### src/rtl/ssort_pkg.sv
// ----------------------------------------------------------------------------
// ssort_pkg: shared definitions for the row-major selection sort unit
// Table geometry, index widths and the command/status bundles that run
// between the sort controller and the sort datapath.
// ----------------------------------------------------------------------------
package ssort_pkg;

  // table geometry
  localparam int MAX_ROWS = 16;
  localparam int COLUMNS  = 3;
  localparam int CAPACITY = MAX_ROWS * COLUMNS;

  // element width and index widths
  localparam int DATA_W = 32;
  localparam int IDX_W  = (CAPACITY > 1) ? $clog2(CAPACITY) : 1;
  localparam int CNT_W  = $clog2(CAPACITY + 1);

  typedef logic signed [DATA_W-1:0] data_t;
  typedef logic [IDX_W-1:0]         idx_t;
  typedef logic [CNT_W-1:0]         cnt_t;

  // controller -> datapath commands
  typedef struct packed {
    logic load;         // input request accepted this cycle
    logic pass_start;   // read position i, set scan pointer to i+1
    logic pass_first;   // capture element i as current minimum, read i+1
    logic scan_step;    // compare returning element, read the next one
    logic swap_a;       // write current element i to the minimum's slot
    logic swap_b;       // write minimum to slot i, advance i
    logic out_init;     // reset output pointer
    logic out_read;     // read element at output pointer
    logic out_capture;  // load output register
    logic out_next;     // advance output pointer
    logic clear;        // table done: drop count and overflow flag
  } ssort_cmd_t;

  // datapath -> controller status
  typedef struct packed {
    logic pass_done;    // no pass left: i is the last position
    logic scan_more;    // scan pointer still inside the table
    logic out_last;     // output pointer is on the last element
  } ssort_status_t;

endpackage

### src/rtl/ssort_dp.sv
// ----------------------------------------------------------------------------
// ssort_dp: element store and sort datapath
// Holds the element memory (one write and one registered read port), the
// element count, the overflow flag, the pass/scan/output pointers, the
// running minimum and the output register.
// ----------------------------------------------------------------------------
module ssort_dp (
  input  logic                   clk,
  input  logic                   rst_n,
  input  ssort_pkg::ssort_cmd_t  cmd,
  input  ssort_pkg::data_t       in_element,
  input  logic                   in_last,
  output ssort_pkg::ssort_status_t st,
  output ssort_pkg::data_t       out_element,
  output logic                   out_last,
  output logic                   out_drop
);
  import ssort_pkg::*;

  // element store
  data_t mem [CAPACITY];

  cnt_t  count_r, count_nxt;
  logic  ovf_r, ovf_nxt;
  idx_t  i_r, i_nxt;
  cnt_t  k_r, k_nxt;
  idx_t  cmp_idx_r, cmp_idx_nxt;
  idx_t  best_idx_r, best_idx_nxt;
  data_t best_val_r, best_val_nxt;
  data_t cur_val_r, cur_val_nxt;
  idx_t  o_r, o_nxt;
  data_t rd_data_r;
  data_t out_data_r, out_data_nxt;
  logic  out_last_r, out_last_nxt;
  logic  out_drop_r, out_drop_nxt;

  logic  room;
  logic  rd_en;
  idx_t  rd_addr;
  logic  wr_en;
  idx_t  wr_addr;
  data_t wr_data;

  assign room = (count_r < cnt_t'(CAPACITY));

  // status for the controller
  assign st.pass_done = ((cnt_t'(i_r) + cnt_t'(1)) >= count_r);
  assign st.scan_more = (k_r < count_r);
  assign st.out_last  = ((cnt_t'(o_r) + cnt_t'(1)) == count_r);

  // memory port selection
  always_comb begin
    rd_en   = 1'b0;
    rd_addr = i_r;
    wr_en   = 1'b0;
    wr_addr = count_r[IDX_W-1:0];
    wr_data = in_element;
    if (cmd.pass_start) begin
      rd_en   = 1'b1;
      rd_addr = i_r;
    end
    if (cmd.pass_first || (cmd.scan_step && st.scan_more)) begin
      rd_en   = 1'b1;
      rd_addr = k_r[IDX_W-1:0];
    end
    if (cmd.out_read) begin
      rd_en   = 1'b1;
      rd_addr = o_r;
    end
    if (cmd.load && room) begin
      wr_en = 1'b1;
    end
    if (cmd.swap_a) begin
      wr_en   = 1'b1;
      wr_addr = best_idx_r;
      wr_data = cur_val_r;
    end
    if (cmd.swap_b) begin
      wr_en   = 1'b1;
      wr_addr = i_r;
      wr_data = best_val_r;
    end
  end

  always_ff @(posedge clk) begin
    if (wr_en) begin
      mem[wr_addr] <= wr_data;
    end
    if (rd_en) begin
      rd_data_r <= mem[rd_addr];
    end
  end

  // next-state of the datapath registers
  always_comb begin
    count_nxt    = count_r;
    ovf_nxt      = ovf_r;
    i_nxt        = i_r;
    k_nxt        = k_r;
    cmp_idx_nxt  = cmp_idx_r;
    best_idx_nxt = best_idx_r;
    best_val_nxt = best_val_r;
    cur_val_nxt  = cur_val_r;
    o_nxt        = o_r;
    out_data_nxt = out_data_r;
    out_last_nxt = out_last_r;
    out_drop_nxt = out_drop_r;

    // loading
    if (cmd.load) begin
      if (room) begin
        count_nxt = count_r + cnt_t'(1);
      end else begin
        ovf_nxt = 1'b1;
      end
      if (in_last) begin
        i_nxt = '0;
      end
    end

    // selection pass
    if (cmd.pass_start) begin
      k_nxt = cnt_t'(i_r) + cnt_t'(1);
    end
    if (cmd.pass_first) begin
      cur_val_nxt  = rd_data_r;
      best_val_nxt = rd_data_r;
      best_idx_nxt = i_r;
      cmp_idx_nxt  = k_r[IDX_W-1:0];
      k_nxt        = k_r + cnt_t'(1);
    end
    if (cmd.scan_step) begin
      if (rd_data_r < best_val_r) begin
        best_val_nxt = rd_data_r;
        best_idx_nxt = cmp_idx_r;
      end
      if (st.scan_more) begin
        cmp_idx_nxt = k_r[IDX_W-1:0];
        k_nxt       = k_r + cnt_t'(1);
      end
    end
    if (cmd.swap_b) begin
      i_nxt = i_r + idx_t'(1);
    end

    // output
    if (cmd.out_init) begin
      o_nxt = '0;
    end
    if (cmd.out_capture) begin
      out_data_nxt = rd_data_r;
      out_last_nxt = st.out_last;
      out_drop_nxt = ovf_r;
    end
    if (cmd.out_next) begin
      o_nxt = o_r + idx_t'(1);
    end
    if (cmd.clear) begin
      count_nxt = '0;
      ovf_nxt   = 1'b0;
    end
  end

  // count and overflow flag
  always_ff @(posedge clk) begin
    if (!rst_n) begin
      count_r <= '0;
      ovf_r   <= 1'b0;
    end else begin
      count_r <= count_nxt;
      ovf_r   <= ovf_nxt;
    end
  end

  // pointers, minimum and output register
  always_ff @(posedge clk) begin
    i_r        <= i_nxt;
    k_r        <= k_nxt;
    cmp_idx_r  <= cmp_idx_nxt;
    best_idx_r <= best_idx_nxt;
    best_val_r <= best_val_nxt;
    cur_val_r  <= cur_val_nxt;
    o_r        <= o_nxt;
    out_data_r <= out_data_nxt;
    out_last_r <= out_last_nxt;
    out_drop_r <= out_drop_nxt;
  end

  assign out_element = out_data_r;
  assign out_last    = out_last_r;
  assign out_drop    = out_drop_r;

endmodule

### src/rtl/ssort_ctrl.sv
// ----------------------------------------------------------------------------
// ssort_ctrl: sequencer for load, sort and output
// Loads elements until the last one, runs a selection pass for each position
// but the last through the datapath, then walks the sorted store out one
// request at a time.
// ----------------------------------------------------------------------------
module ssort_ctrl (
  input  logic                     clk,
  input  logic                     rst_n,
  input  logic                     in_tvalid,
  input  logic                     in_last,
  output logic                     in_tready,
  output logic                     out_tvalid,
  input  logic                     out_tready,
  input  ssort_pkg::ssort_status_t st,
  output ssort_pkg::ssort_cmd_t    cmd
);
  import ssort_pkg::*;

  typedef enum logic [3:0] {
    S_LOAD,
    S_PASS,
    S_FIRST,
    S_SCAN,
    S_SWAP_A,
    S_SWAP_B,
    S_OUT_RD,
    S_OUT_LD,
    S_OUT_WAIT
  } state_t;

  state_t state_r;
  logic   in_rdy_r;
  logic   out_vld_r;
  logic   in_acc;
  logic   out_acc;

  assign in_acc  = in_tvalid && in_rdy_r;
  assign out_acc = out_vld_r && out_tready;

  // state and handshake flags
  always_ff @(posedge clk) begin
    if (!rst_n) begin
      state_r   <= S_LOAD;
      in_rdy_r  <= 1'b1;
      out_vld_r <= 1'b0;
    end else begin
      case (state_r)
        S_LOAD: begin
          if (in_acc && in_last) begin
            state_r  <= S_PASS;
            in_rdy_r <= 1'b0;
          end
        end
        S_PASS: begin
          if (st.pass_done) begin
            state_r <= S_OUT_RD;
          end else begin
            state_r <= S_FIRST;
          end
        end
        S_FIRST: begin
          state_r <= S_SCAN;
        end
        S_SCAN: begin
          if (!st.scan_more) begin
            state_r <= S_SWAP_A;
          end
        end
        S_SWAP_A: begin
          state_r <= S_SWAP_B;
        end
        S_SWAP_B: begin
          state_r <= S_PASS;
        end
        S_OUT_RD: begin
          state_r <= S_OUT_LD;
        end
        S_OUT_LD: begin
          state_r   <= S_OUT_WAIT;
          out_vld_r <= 1'b1;
        end
        S_OUT_WAIT: begin
          if (out_tready) begin
            out_vld_r <= 1'b0;
            if (st.out_last) begin
              state_r  <= S_LOAD;
              in_rdy_r <= 1'b1;
            end else begin
              state_r <= S_OUT_RD;
            end
          end
        end
        default: begin
          state_r   <= S_LOAD;
          in_rdy_r  <= 1'b1;
          out_vld_r <= 1'b0;
        end
      endcase
    end
  end

  // datapath commands
  always_comb begin
    cmd             = '0;
    cmd.load        = (state_r == S_LOAD) && in_acc;
    cmd.pass_start  = (state_r == S_PASS) && !st.pass_done;
    cmd.out_init    = (state_r == S_PASS) && st.pass_done;
    cmd.pass_first  = (state_r == S_FIRST);
    cmd.scan_step   = (state_r == S_SCAN);
    cmd.swap_a      = (state_r == S_SWAP_A);
    cmd.swap_b      = (state_r == S_SWAP_B);
    cmd.out_read    = (state_r == S_OUT_RD);
    cmd.out_capture = (state_r == S_OUT_LD);
    cmd.out_next    = (state_r == S_OUT_WAIT) && out_acc && !st.out_last;
    cmd.clear       = (state_r == S_OUT_WAIT) && out_acc && st.out_last;
  end

  assign in_tready  = in_rdy_r;
  assign out_tvalid = out_vld_r;

endmodule

### src/rtl/selection_sort_row_major_unit.sv
// ----------------------------------------------------------------------------
// selection_sort_row_major_unit: collect, sort and replay a signed table
// Takes one signed 32-bit element per request in row-major order, stores up
// to 48 (16 rows of 3), and on the request marked tlast sorts the store
// ascending by selection sort and sends it out with the final element marked.
// Loading takes a new element on every accepted request. The sort is paced by
// the single registered read port of the element store (one compare per cycle
// in the scan, two writes per swap). Each result is read, loaded into the
// output register and held until the sink accepts it, then the next is read.
// No new input is taken from the last input request until the last result is
// accepted. Elements past the 48th are discarded and every result of that
// table carries the dropped flag in tuser.
// ----------------------------------------------------------------------------
module selection_sort_row_major_unit (
  input  logic        clk,
  input  logic        rst_n,
  // input channel
  input  logic        in_tvalid,
  output logic        in_tready,
  input  logic [31:0] in_tdata,   // [31:0] element
  input  logic        in_tlast,   // final_element
  // result channel
  output logic        out_tvalid,
  input  logic        out_tready,
  output logic [31:0] out_tdata,  // [31:0] sorted_element
  output logic        out_tlast,  // final_result
  output logic        out_tuser   // [0] dropped
);
  import ssort_pkg::*;

  ssort_cmd_t    cmd;
  ssort_status_t st;
  data_t         out_element;

  ssort_ctrl u_ctrl (
    .clk        (clk),
    .rst_n      (rst_n),
    .in_tvalid  (in_tvalid),
    .in_last    (in_tlast),
    .in_tready  (in_tready),
    .out_tvalid (out_tvalid),
    .out_tready (out_tready),
    .st         (st),
    .cmd        (cmd)
  );

  ssort_dp u_dp (
    .clk         (clk),
    .rst_n       (rst_n),
    .cmd         (cmd),
    .in_element  (data_t'(in_tdata)),
    .in_last     (in_tlast),
    .st          (st),
    .out_element (out_element),
    .out_last    (out_tlast),
    .out_drop    (out_tuser)
  );

  assign out_tdata = 32'(out_element);

endmodule

### config.mk
export PLATFORM = sky130hd
export DESIGN_NAME = selection_sort_row_major_unit
export DESIGN_NICKNAME = d
export VERILOG_FILES = /design/src/rtl/ssort_pkg.sv /design/src/rtl/ssort_dp.sv /design/src/rtl/ssort_ctrl.sv /design/src/rtl/selection_sort_row_major_unit.sv
export SDC_FILE = /design/constraint.sdc
export NUM_CORES = 2
export LEC_CHECK = 0
export ABC_CLOCK_PERIOD_IN_PS = 6100
export BUFFER_PORTS_ARGS = -buffer_cell sky130_fd_sc_hd__buf_4
export CAP_MARGIN = 20
export CORE_UTILIZATION = 55
export DETAILED_ROUTE_END_ITERATION = 10
export PLACE_DENSITY = 0.69
export SYNTH_ARGS = -nofsm -noshare
export SYNTH_HDL_FRONTEND = slang
export SYNTH_SLANG_ARGS = --single-unit
export TNS_END_PERCENT = 10
### constraint.sdc
create_clock -name clk -period 6.1 [get_ports clk]
set_input_delay 0.61 -clock clk [delete_from_list [all_inputs] [get_ports clk]]
set_output_delay 0.61 -clock clk [all_outputs]
set_load 0.03 [all_outputs]
## Word-level counts from Yosys, hierarchy flattened

Memory sizes are Yosys's and may differ from the RTL's. A register that Yosys moved wholly into a read port is not among the register bits.
Cells that the tools add are included.

| cells by class | value |
|---|---|
| add/subtract/negate cells | 4 |
| order comparisons | 4 |
| eq/ne operators | 13 |
| mux-type cells | 44 |
| bitwise operators | 4 |
| reductions and logical operators | 27 |

Operators with widths:

| kind | count |
|---|---|
| $mux 32 | 5 |
| $mux 6 | 19 |
| $pmux 4 s9 | 1 |
| $lt 32x32->1 | 1 |
| $add 6x1->6 const B | 4 |
| $eq 4x3->1 const B | 4 |
| $reduce_or 7->1 | 2 |
| $mux 1 | 12 |
| $mux 4 | 3 |
| $logic_and 1x1->1 | 11 |
| $eq 4x2->1 const B | 2 |
| $reduce_and 2->1 | 4 |
| $eq 6x6->1 | 1 |
| $ge 6x6->1 | 1 |
| $lt 6x6->1 | 1 |
| $lt 6x6->1 const B | 1 |
| $mux 3 | 2 |
| $pmux 1 s3 | 2 |
| $reduce_bool 2->1 | 3 |
| $eq 4x1->1 const B | 1 |
| $eq 4x4->1 const B | 1 |
| $logic_not 4->1 | 1 |
| $ne 2x1->1 const B | 2 |
| $ne 2x2->1 const B | 2 |
| other kinds (6) | 10 |

| word-level totals | value |
|---|---|
| register bits after elaboration | 141 |
| memory bits (writable) | 1536 |
| input port bits | 37 |
| output and inout port bits | 36 |
| memories | 1 |

Memory list:

| name | depth | bits a word | rd ports | clocked after memory_dff | write ports | RTL line | source |
|---|---|---|---|---|---|---|---|
| u_dp.mem | 48 | 32 | 1 | 1 | 1 | ssort_dp.sv:21 | `data_t mem [CAPACITY];` |

## Longest topological paths before layout

| logic depth | value |
|---|---|
| depth in word-level cells | 8 |
| gate-level depth with buffers | 18 |
| depth with buffers taken out | 11 |

## Cells and area by module

A second synthesis with hierarchy kept.

| second synthesis, totals | value |
|---|---|
| cell total of the unflattened synthesis | 4128 |
| area total of the unflattened synthesis | 67513.5 sq um |

Modules (own cells, without submodules):

| module | times used | cells an instance | area an instance (sq um) | seq. area each (sq um) |
|---|---|---|---|---|
| ssort_dp | 1 | 4064 | 67040.5 | 50568.5 |
| ssort_ctrl | 1 | 64 | 473.0 | 120.1 |

## Least setup slack after synthesis

OpenSTA, ideal clock, no wires.

| timing | value |
|---|---|
| path kind | register to register |
| from | reg u_ctrl.state_r[0] |
| to | mem u_dp.mem[39][0] (netlist bit), enable pin |
| setup time | 0.421 ns |
| data arrival time | 3.405 ns |
| data required time | 5.679 ns |
| path slack | 2.274 ns |
| stages on the path, launching flop included | 9 |
| buffers on the path | 1 |
| clock period less this slack | 3.826 ns |
| cells stage by stage | dfxtp_1 buf_2 or3_1 nor3_1 a21boi_1 nand2_1 a21oi_1 nand2_1 nor2_1 |

| between the ends | value |
|---|---|
| cells in the longest elaborated chain, start to end | 8 |
| elaborated cells on any way between the ends | 12 |
| classes of those cells | eq/ne: 2; mux: 7; reduce/logical: 3 |

Ends and longest elaborated chain:

| what | RTL line | source |
|---|---|---|
| from (decl) | ssort_ctrl.sv:32 | `state_t state_r;` |
| from (signal assigned) | ssort_ctrl.sv:44 | `state_r <= S_LOAD;` |
| from (signal assigned) | ssort_ctrl.sv:51 | `state_r <= S_PASS;` |
| from (signal assigned) | ssort_ctrl.sv:57 | `state_r <= S_OUT_RD;` |
| $logic_not 4->1 | ssort_ctrl.sv:106 | `cmd.load = (state_r == S_LOAD) && in_acc;` |
| $logic_and 1x1->1 | ssort_ctrl.sv:106 |  |
| $logic_and 1x1->1 | ssort_dp.sv:70 | `if (cmd.load && room) begin` |
| $mux 1 | ssort_dp.sv:70 |  |
| $mux 1 | ssort_dp.sv:73 | `if (cmd.swap_a) begin` |
| $mux 1 | ssort_dp.sv:78 | `if (cmd.swap_b) begin` |
| $mux 1 | ssort_dp.sv:86 | `if (wr_en) begin` |
| $mux 1 (not written as such) | ssort_dp.sv:87 | `mem[wr_addr] <= wr_data;` |
| to (decl) | ssort_dp.sv:21 |  |

Several ways; a longest one is shown, not always the timed one.

## Worst setup path in the final report

| timing | value |
|---|---|
| from | reg u_dp.count_r[4] |
| to | reg u_dp.rd_data_r[13] (read register of u_dp.mem) (data pin) |

| between the ends | value |
|---|---|
| cells in the longest elaborated chain, start to end | 6 |
| elaborated cells on any way between the ends | 11 |
| classes of those cells | order compare: 2; mux: 5; reduce/logical: 4 |

Ends and longest elaborated chain:

| what | RTL line | source |
|---|---|---|
| from (decl) | ssort_dp.sv:23 | `cnt_t count_r, count_nxt;` |
| from (signal assigned) | ssort_dp.sv:170 | `count_r <= count_nxt;` |
| $ge 6x6->1 | ssort_dp.sv:47 | `assign st.pass_done = ((cnt_t'(i_r) + cnt_t'(1)) >= count_r);` |
| $logic_not 1->1 | ssort_ctrl.sv:107 | `cmd.pass_start = (state_r == S_PASS) && !st.pass_done;` |
| $logic_and 1x1->1 | ssort_ctrl.sv:107 |  |
| $mux 1 | ssort_dp.sv:58 | `if (cmd.pass_start) begin` |
| $mux 1 | ssort_dp.sv:62 | `if (cmd.pass_first \|\| (cmd.scan_step && st.scan_more)) begin` |
| $mux 1 | ssort_dp.sv:66 | `if (cmd.out_read) begin` |
| to (decl) | ssort_dp.sv:32 | `data_t rd_data_r;` |

Several ways; a longest one is shown, not always the timed one.
A chain may end at the register's enable or synchronous reset.

==> summary.txt <==
Worst setup path
  – Worst Path Arrival: 5660 ps
  – Startpoint types: flop
  – CP endpoint kind: flop
  – Reg2reg end: u_dp.rd_data_r[13]
  – Top cell by count, worst path: buf_4
  – Crit Reg-Reg Startpoint: u_dp.count_r[4]
  – Critical Path RT: 6580 ps
  – Internal reg-to-reg setup slack: 920 ps
  – Crit path cell chain: inv_1, ha_1, a21o_1, a2111oi_4, o21a_1, nor2_2, o221a_2, buf_4, nand3_2, buf_4, a211oi_1, nor4_1, nand4_1
  – Worst Path Class, Setup: reg2reg
  – Max stage delay cell, worst path: nor4_1
  – Worst r2r path cells: 13
  – Critical-path maximum fanout: 36
  – Max stage delay on crit path: 930 ps

Route
  – DR vias: 42700
  – 1st-iter DRT viols: 5855
  – Vias per Instance: 6.46
  – First drt pass iteration count: 8
  – Wire per inst: 27.8 um
  – Final wirelength: 184 mm
  – ANT nets after route: 0
  – Drt drc: 0

Power
  – PwrDens: 344 nW/um2
  – Worst VDD drop: 0.241 mV
  – P_leak: 25.3 nW

Timing
  – Clock skew: 23.5 ps
  – Max Slew Vio Count: 0
  – Setup TNS: 0 ps
  – Hold Vio Cnt, Final: 0
  – Max Clock Freq: 193 MHz
  – Period utilization: 0.850
  – Slew of the pin with the lowest slew margin: 1130 ps
  – # setup viols final: 0
  – Tmin final: 5180 ps
  – RSZ-0062 raised after global routing: no
  – Hold slack: 64.4 ps
  – Worst relative slew slack: 0.238

CTS
  – Post-CTS Resized: 0
  – CTS tree: done
  – Worst-skew pair later-pin latency: 790 ps
  – Setup Buffers After CTS: 0
  – CTS sink count: 1709
  – Total clock buffers created by CTS: 167
  – Post-cts hold buffer count: 0
  – Root Driver: clkbuf_16
  – Max clock buf depth: 3
  – H-Tree Depth: 4
  – Clock transition at path regs: 60 ps

Cells and area
  – Filler instances: 8932
  – Fraction of layout instances using a drive strength above 1: 0.132
  – Area of the multi-input gates: 16800 um2
  – Most frequent cells in the layout: 1646 x edfxtp_1, 607 x nand2_1, 577 x a211oi_1
  – Reg area: 50700 um2
  – Layout area overhead: 12.6%
  – Most common cell after layout, fill and taps aside: edfxtp_1
  – Nets@finish: 4922

Placement
  – Placer Congestion: 0.890
  – IO buf count: 72
  – Detailed Place HPWL: 104 mm

GRT
  – Met2 Use GR: 0.448
  – Number of global-route vias before repair: 41000
  – Largest net degree at the start of global routing: 177
  – Met1 usage: 0.408
  – Gr ovfl total: 0
  – GRT busiest layer: met2
  – Global routing usage on met3: 0.0744
  – Global-route wire length before repair: 269 mm
  – Initial antenna violation count: 9
  – Overall Global Routing Usage: 0.290

Hold path
  – Worst hold path type: in2reg
  – Hold-critical path depth: 2
  – Worst hold endpoint: u_ctrl.in_tready
  – Worst Hold Launch: rst_n

Yosys
  – Cells after Synth: 4800
  – XOR/XNOR share of the synthesized area: 0.00243
  – Share of flip-flops with an asynchronous set or reset: 0
  – Ys Warns: 0
  – Register area share after synthesis: 0.741
  – Library cells used by synthesis: 64
  – Ys flop type: edfxtp_1
  – Simple-Gate Fraction of Synth Area: 0.0903
  – Post-Synth Adder-Cell Area: 0.00841
  – Mapped Area: 68400 um2
  – Post-synth EDFFs: 1646
  – #FFs+latches synth: 1709
  – Post-Syn Nets: 4883
  – Mux cell area share after synthesis: 0.0124
  – Largest family of logic cells by synthesized area: compound AO/OA/AOI/OAI gates
  – Syn avg cell area: 14.3 um2
  – Post-synthesis compound-gate area fraction: 0.120

Die
  – Starting density of the core: 0.554
  – IO Pins: 73
  – Die W: 355 um
  – Core Region: 124000 um2
  – Die height: 355 um
  – Row count: 129
  – Die area: 126000 um2

Run
  – # Max-Cap Violations: 0

Status
  – Status: complete, no violations
==> metrics by stage <==
stage,utilization,power [W],area (um2),worst slack [ps],cells
after detailed placement,0.579,0.0168,71600,1080,6291
final,0.623,0.0265,77100,915,6605
after floorplan,-,0.0157,68400,2270,4800
after global placement,0.579,0.0168,71600,1260,6288
after global routing,0.623,0.0274,77100,680,6604
after CTS,0.621,0.0266,76800,1060,6588
==> kinds of logic after synthesis <==
group	count (synthesis)
xor gates and xnor gates	19
muxes	80
buffers and inverters	403
AOI/OAI and AO/OA	1220
DFF	1709
and+or+nand+nor	1323
adders and majority gates	46
==> metal layers <==
layer | routed length [um] | vias up
met5 | 43 | -
met4 | 4570 | 6
met3 | 21000 | 313
met2 | 85200 | 2350
met1 | 73000 | 21300
li1 | - | 18700
==> state kept, by name, indices dropped and copies added (netlist names) <==
signal	cells
u_dp.cur_val_r	32
u_dp.o_r	6
u_dp.out_last	1
u_dp.best_val_r	32
u_ctrl.in_tready	1
u_dp.count_r	6
u_dp.ovf_r	1
u_dp.k_r	6
u_ctrl.state_r	4
u_dp.out_drop	1
u_dp.rd_data_r	32
u_dp.best_idx_r	6
u_dp.out_element	32
u_ctrl.out_tvalid	1
u_dp.i_r	6
u_dp.mem	1536
u_dp.cmp_idx_r	6
==> worst max-delay path by stage <==
stage,from,endpoint,slack [ps],depth (start not counted)
finish,u_dp.count_r[4],u_dp.rd_data_r[13],920,13
global placement,u_dp.count_r[4],u_dp.rd_data_r[13],1260,13
global route,u_dp.count_r[4],u_dp.rd_data_r[13],680,13
detailed placement,u_dp.count_r[4],u_dp.rd_data_r[13],1080,13
floorplan,u_ctrl.state_r[0],u_dp.mem[39][0],2270,8
CTS,u_dp.count_r[4],u_dp.rd_data_r[13],1060,13
==> layout make-up <==
type | instances | area share
clock buffer | 209 | 0.0576
multi-input combinational | 2688 | 0.219
antenna | 1 | 0.0000325
clock inverter | 88 | 0.00953
sequential | 1709 | 0.658
timing repair buffer | 225 | 0.0276
inverter | 48 | 0.00234
tap | 1637 | 0.0266
==> synthesized netlist by cell type, types with 6 or more instances <==
master        n  area (um2)
a211oi_1    577        4330
a21o_1       14         105
a21oi_1     385        1930
a21oi_2      55         482
a22oi_1      32         240
a31oi_1      35         219
and3_1      289        1810
buf_1        31         116
buf_2        95         475
buf_4         7        52.6
buf_6        18         203
clkbuf_1    204         766
dfxtp_1      63        1260
edfxtp_1   1646       49400
ha_1         46         576
inv_1        47         176
mux2_2       38         428
mux2i_1      42         420
nand2_1     608        2280
nand2b_1      6        37.5
nand3_1      91         455
nand4_1      39         244
nor2_1      188         706
nor2b_1       8        50.1
nor3_1        9        45.0
nor4_1       66         413
o2111ai_1    34         298
o21ai_0      54         270
or3_1         6        37.5
xnor2_1      13         114
xor2_1        6        52.6
==> worst max-delay path, delay by kind of cell, from the launching register on <==
family          cells  cell delay, ps
buf+inv             3             920
simple gates        4            1630
compound gates      5            1570
flops               1             420
fa+ha+maj           1             300
==> where the power goes <==
group | total [W] | internal (W) | switching, W
Combinational | 0.00311 | 0.000968 | 0.00214
Clock | 0.00988 | 0.00561 | 0.00427
Sequential | 0.0136 | 0.0133 | 0.000254
(Power assumes the default switching activity.)
